**src/design/svm_pkg.sv**
```systemverilog
// svm_pkg: types and constants shared by the stack machine core
// opcode codes, run status codes, config register indexes, fsm states
// no dependencies
package svm_pkg;

    typedef enum logic [5:0] {
        OP_LEA  = 6'd0,  OP_IMM  = 6'd1,  OP_JMP  = 6'd2,  OP_CALL = 6'd3,
        OP_JZ   = 6'd4,  OP_JNZ  = 6'd5,  OP_ENT  = 6'd6,  OP_ADJ  = 6'd7,
        OP_LEV  = 6'd8,  OP_LI   = 6'd9,  OP_SI   = 6'd10, OP_PUSH = 6'd11,
        OP_LOAD = 6'd12, OP_OR   = 6'd13, OP_XOR  = 6'd14, OP_AND  = 6'd15,
        OP_EQ   = 6'd16, OP_NE   = 6'd17, OP_LT   = 6'd18, OP_GT   = 6'd19,
        OP_LE   = 6'd20, OP_GE   = 6'd21, OP_SHL  = 6'd22, OP_SHR  = 6'd23,
        OP_ADD  = 6'd24, OP_SUB  = 6'd25, OP_MUL  = 6'd26, OP_DIV  = 6'd27,
        OP_MOD  = 6'd28, OP_OPEN = 6'd29, OP_READ = 6'd30, OP_CLOS = 6'd31,
        OP_PRTF = 6'd32, OP_MALC = 6'd33, OP_MSET = 6'd34, OP_MCMP = 6'd35,
        OP_EXIT = 6'd36
    } t_opcode;

    typedef enum logic [1:0] {
        ST_RUN  = 2'd0,
        ST_EXIT = 2'd1,
        ST_BAD  = 2'd2,
        ST_DIV0 = 2'd3
    } t_status;

    typedef enum logic [1:0] {
        CFG_CODE_BASE   = 2'd0,
        CFG_DATA_SEG    = 2'd1,
        CFG_STACK_TOP   = 2'd2,
        CFG_ENTRY_INDEX = 2'd3
    } t_cfg_index;

    localparam logic REQ_PRELOAD = 1'b1;

    localparam logic [31:0] STACK_TOP_RESET = 32'd16384;

    typedef enum logic [2:0] {
        S_CLEAR,
        S_IDLE,
        S_RD1,
        S_RD2,
        S_EXEC,
        S_DIV,
        S_DONE
    } t_state;

    typedef struct packed {
        logic               req_type;
        logic [5:0]         opcode;
        logic signed [31:0] operand;
        logic [31:0]        preload_address;
        logic signed [31:0] preload_value;
    } t_in_item;

    typedef struct packed {
        logic [31:0]        next_pc;
        logic signed [31:0] accumulator;
        logic [31:0]        stack_pointer_out;
        logic [1:0]         run_status;
    } t_out_item;

    typedef struct packed {
        logic clr_step;
        logic take;
        logic rd1;
        logic rd2;
        logic exec;
        logic div_step;
        logic div_commit;
        logic out_load;
    } t_ctl;

    typedef struct packed {
        logic clr_done;
        logic is_lev;
        logic needs_div;
        logic div_done;
    } t_sts;

endpackage

```
**src/design/svm_ctrl.sv**
```systemverilog
// svm_ctrl: sequencing state machine of the stack machine core
// drives datapath commands and both handshakes; uses svm_pkg
module svm_ctrl
    import svm_pkg::*;
(
    input  logic i_clk,
    input  logic i_rst_n,
    input  logic i_in_valid,
    output logic o_in_stall,
    output logic o_out_valid,
    input  logic i_out_stall,
    input  t_sts i_sts,
    output t_ctl o_ctl
);

    t_state r_state, n_state;
    logic   r_out_valid, n_out_valid;
    logic   out_free;

    assign out_free    = !r_out_valid || !i_out_stall;
    assign o_in_stall  = (r_state != S_IDLE);
    assign o_out_valid = r_out_valid;

    always_ff @(posedge i_clk) begin
        if (!i_rst_n) begin
            r_state     <= S_CLEAR;
            r_out_valid <= 1'b0;
        end else begin
            r_state     <= n_state;
            r_out_valid <= n_out_valid;
        end
    end

    always_comb begin
        n_state     = r_state;
        o_ctl       = '0;
        n_out_valid = r_out_valid && i_out_stall;
        unique case (r_state)
            S_CLEAR: begin
                o_ctl.clr_step = 1'b1;
                if (i_sts.clr_done) begin
                    n_state = S_IDLE;
                end
            end
            S_IDLE: begin
                if (i_in_valid && !o_in_stall) begin
                    o_ctl.take = 1'b1;
                    n_state    = S_RD1;
                end
            end
            S_RD1: begin
                o_ctl.rd1 = 1'b1;
                n_state   = i_sts.is_lev ? S_RD2 : S_EXEC;
            end
            S_RD2: begin
                o_ctl.rd2 = 1'b1;
                n_state   = S_EXEC;
            end
            S_EXEC: begin
                o_ctl.exec = 1'b1;
                n_state    = i_sts.needs_div ? S_DIV : S_DONE;
            end
            S_DIV: begin
                if (i_sts.div_done) begin
                    o_ctl.div_commit = 1'b1;
                    n_state          = S_DONE;
                end else begin
                    o_ctl.div_step = 1'b1;
                end
            end
            S_DONE: begin
                if (out_free) begin
                    o_ctl.out_load = 1'b1;
                    n_out_valid    = 1'b1;
                    n_state        = S_IDLE;
                end
            end
            default: begin
                n_state = S_CLEAR;
            end
        endcase
    end

endmodule

```
**config.mk**
```make
export PLATFORM = sky130hd
export DESIGN_NAME = svm_ctrl
export DESIGN_NICKNAME = d
export VERILOG_FILES = /design/src/design/svm_pkg.sv /design/src/design/svm_ctrl.sv
export SDC_FILE = /design/constraint.sdc
export NUM_CORES = 1
export LEC_CHECK = 0
export BUFFER_PORTS_ARGS = -buffer_cell sky130_fd_sc_hd__buf_2
export CAP_MARGIN = 20
export CORE_AREA = 2 2 39 41
export DETAILED_ROUTE_END_ITERATION = 12
export DIE_AREA = 0 0 41 43
export PLACE_DENSITY_LB_ADDON = 0.3
export SYNTH_ARGS = -nofsm -noshare
export SYNTH_HDL_FRONTEND = slang
export SYNTH_SLANG_ARGS = --single-unit
```
**constraint.sdc**
```tcl
create_clock -name i_clk -period 1.2 [get_ports i_clk]
set_input_delay 0.18 -clock i_clk [delete_from_list [all_inputs] [get_ports i_clk]]
set_output_delay 0.18 -clock i_clk [all_outputs]
set_load 0.01 [all_outputs]
```
**Yosys cells after proc, flatten, opt, wreduce, memory -nomap -nowiden**

Cells that the tools add are included.

- Output and inout bits: 10
- Word-level logic and storage cells: 41
- Input bits: 8
- Bits in registers: 4

- Eq/ne operators: 11
- Multiplexer cells: 20
- Reductions and logical operators: 8

Operators by type and width:

| operator | count |
|---|---|
| case mux 3 bit (7 select lines) | 1 |
| 2-to-1 mux 3 bit | 5 |
| 2-to-1 mux 1 bit | 12 |
| equality test 3 bit (second input constant) | 3 |
| inequality test 2 bit (second input constant) | 4 |
| equality test 3 x 2 -> 1 bit (second input constant) | 2 |
| 2-to-1 mux 2 bit | 2 |
| AND reduction 4 bit | 1 |
| equality test 3 x 1 -> 1 bit (second input constant) | 1 |
| zero test 1 bit | 3 |
| zero test 3 bit | 1 |
| inequality test 3 x 1 -> 1 bit (second input constant) | 1 |
| logical AND 1 bit | 2 |
| logical OR 1 bit | 1 |

**Logic depth before layout (Yosys ltp)**

- Depth in word-level cells: 5
- Gate-level depth with buffers: 4

**Least setup slack after synthesis**

No wires, ideal clock.

- Path kind: reg2out
- Start: register r_state[0]
- End: output o_ctl[6] in the netlist's numbering
- Path buffers: 0
- Cell stages (with the launch flop): 4
- Data required time: 1.020 ns
- Slack: 0.126 ns
- Arrival: 0.894 ns
- Cell sequence: dfxtp_1 > and2b_2 > nand2b_1 > nor2_1

RTL lines:

| what | RTL line | RTL |
|---|---|---|
| start, declared | svm_ctrl.sv:16 | `t_state r_state, n_state;` |
| start signal, assigned | svm_ctrl.sv:29 | `r_state <= n_state;` |
| end, declared | svm_ctrl.sv:13 | `output t_ctl o_ctl` |

==> impl_metrics.csv <==
group,metric,value,unit
status,status,"finished, violations left",
status,failed_checks,"setup timing",
timing,fmax,784,MHz
floorplan,core_area,0.00138,mm^2
floorplan,rows,14,
place,place_area,418,um^2
global_routing,antenna_found_initial,0,
routing,first_pass_iters,4,
flow_run,drv_cap,0,
place,dpl.hpwl,601,um
synthesis,synth-edff-count,0,
power,p_int,0.459,mW
timing,timing.slew.headroom,87.5,%
routing,wl_per_cell,11.7,um
floorplan,die_y,43,um
critical_path,setup.worst_path.end_class,"primary output",
power,seqPwrFrac,26.1,%
global_routing,overflow,0,
timing,hold_ws,0.213,ns
critical_path,crit_arrival,1.09,ns
synthesis,synth_compound_area_share,24.3,%
cts,cts_tree,"done",
synthesis,synth-warning-count,0,
timing,grt_setup_unrepaired,"true",
power,ir_drop,398,uV
power,power_density,1310,mW/mm^2
synthesis,muxShareOfSynthArea,7.11,%
global_routing,grt_pass1_wl,1390,um
synthesis,synth-simple-area-share,35.1,%
cts,h-tree-depth,1,
synthesis,synth_area,299,um^2
timing,worst_slew_pin_slew,0.183,ns
timing,period_share,106,%
critical_path,path_class,"register to primary output",
floorplan,die_w,41,um
critical_path,cp.required,1.02,ns
synthesis,synth-main-ff-cell,"dfxtp_1",
synthesis,async_flop_share,0,%
cts,cts_buffer_depth,2,
cells_and_area,fin_util,38.7,%
global_routing,grt_pass1_vias,367,
cts,cts.sinks,4,
routing,route.antenna.remaining_nets,0,
timing,hold_viol_final,0,
synthesis,ys_ff_latch,4,
timing,finClkSkew,0.00205,ns
floorplan,io_pins,18,
timing,fin_crit,1.27,ns
synthesis,synth_fa_ha_area_share,0,%
routing,via_per_inst,4.62,
cells_and_area,drive_above_1_share,65.2,%
cells_and_area,fin_area,536,um^2
routing,wl,956,um
synthesis,synth_area_per_cell,8.08,um^2
timing,setup_slack,-0.0747,ns
critical_path,path_max_fanout,4,
power,comb_power_share,49.1,%
cells_and_area,nets,76,
routing,drcViolationCount,0,
routing,drtIter0Drc,4,
global_routing,globalRouteTotalUtil,12.1,%
power,switchingPower,0.241,mW
min_path,worstHoldPathType,"primary input to register",
power,cellLeakagePower,0.266,nW
synthesis,synth_top_family_by_area,"simple AND/OR/NAND/NOR gates",
place,gp_congestion,0.733,
power,clkPwrFrac,24.8,%
routing,num_vias,379,
synthesis,yosysSeqAreaShare,26.8,%
cts,clock_latency,0.24,ns
cells_and_area,antenna_cells,0,
cts,cts_made_buffers,3,
floorplan,dieArea,0.00176,mm^2
cts,clk_pin_slew,0.04,ns
cts,cts_root_buf,"clkbuf_4",
floorplan,start_util,21.6,%
synthesis,synth_cell_type_count,25,
power,switching_share,34.4,%
synthesis,syn_nets,45,
timing,finalSetupViolCount,10,
critical_path,startpoint_type,"register",
place,dpl_worst_slack,0.0706,ns
place,numPortBuffers,17,
timing,slew_violations,0,
synthesis,synth-xor-area-share,0,%
global_routing,grt_max_degree,8,
cells_and_area,syn2layout_area_growth,79.1,%
synthesis,synth_cells,37,
[Yosys cell counts (2+ instances only)]
cell,count,area [um^2]
a21oi_1,2,10.0
and3b_1,2,17.5
dfxtp_1,4,80.1
nand2_1,3,11.3
nand2b_1,2,12.5
nor2_1,3,11.3
nor2b_1,2,12.5
o211ai_1,2,15.0
[cell families after synthesis]
family / after synthesis
buf+inv: 3
flops: 4
mux: 2
simple gates: 18
compound gates: 10
[final cells by class]
| class | count | area (um^2) |
|---|---|---|
| multi-input cells | 30 | 225 |
| inverters | 1 | 3.75 |
| fillers | 161 | 848 |
| flip-flops and latches | 4 | 86.3 |
| clock buffers | 3 | 22.5 |
| well taps | 16 | 20.0 |
| repair buffers | 28 | 178 |
[power by group through the flow]
stage / clock network, mW / logic [mW] / registers (mW)
3_5_place_dp: 0 / 0.257 / 0.182
4_1_cts: 0.178 / 0.330 / 0.183
5_1_grt: 0.185 / 0.374 / 0.185
6_report: 0.174 / 0.344 / 0.183
3_3_place_gp: 0 / 0.261 / 0.182
2_1_floorplan: 0 / 0.167 / 0.175
[sequential cells by signal, indices dropped and copies added, names as in the netlist]
| register | flops |
|---|---|
| o_out_valid | 1 |
| r_state | 3 |
[per-stage QoR]
stage,cells,power (mW),setup TNS (ns)
2_1_floorplan,37,0.342,0
3_3_place_gp,72,0.443,0
3_5_place_dp,72,0.439,0
4_1_cts,81,0.691,-0.330
5_1_grt,82,0.745,-0.945
6_report,82,0.700,-0.396
[repair_timing]
item | CTS | global route
endpoints found under the setup margin | 8 | 10
hold buffers | 0 | 0
pin swaps | 3 | 4
gates cloned | 0 | 0
buffers inserted | 7 | 1
gates resized for setup | 10 | 4
[cells in the final DEF (no fill, tap or decap), drive strengths merged]
cell type,n
and2b,1
nand2b,2
buf,28
a221oi,1
clkbuf,3
nor2b,3
a32oi,1
o211ai,2
nand2,3
and3b,2
nor3,1
nand3,1
dfxtp,4
and2,1
a22oi,1
and3,1
mux2,1
nor2,3
o31ai,1
a21boi,2
inv,1
mux2i,1
a21oi,2
[worst max-delay path, stage by stage (launching register included)]
cell and delay, ns:
dfxtp_2 0.34, nor2b_4 0.18, nand2_2 0.08, a21oi_2 0.12, buf_2 0.14
[path summary, 6_finish.rpt]
kind	startpoint	endpoint	slack [ns]	cells past startpoint
worst min register to register	o_out_valid	o_out_valid	0.57	2
worst min-delay path	i_rst_n	r_state[1]	0.21	3
worst max-delay path	r_state[2]	o_ctl[0]	-0.07	4
worst max register to register	r_state[2]	r_state[1]	-0.02	6
[routing by layer]
metal / track usage [%] / routed length, um / up-vias
li1: - / - / 193
met1: 11.1 / 392 / 169
met2: 20.3 / 480 / 15
met3: 3.14 / 70 / 2
met4: 10.0 / 12 / 0
met5: 0 / 0 / -
No activity file was read; power rests on OpenSTA's default activity.
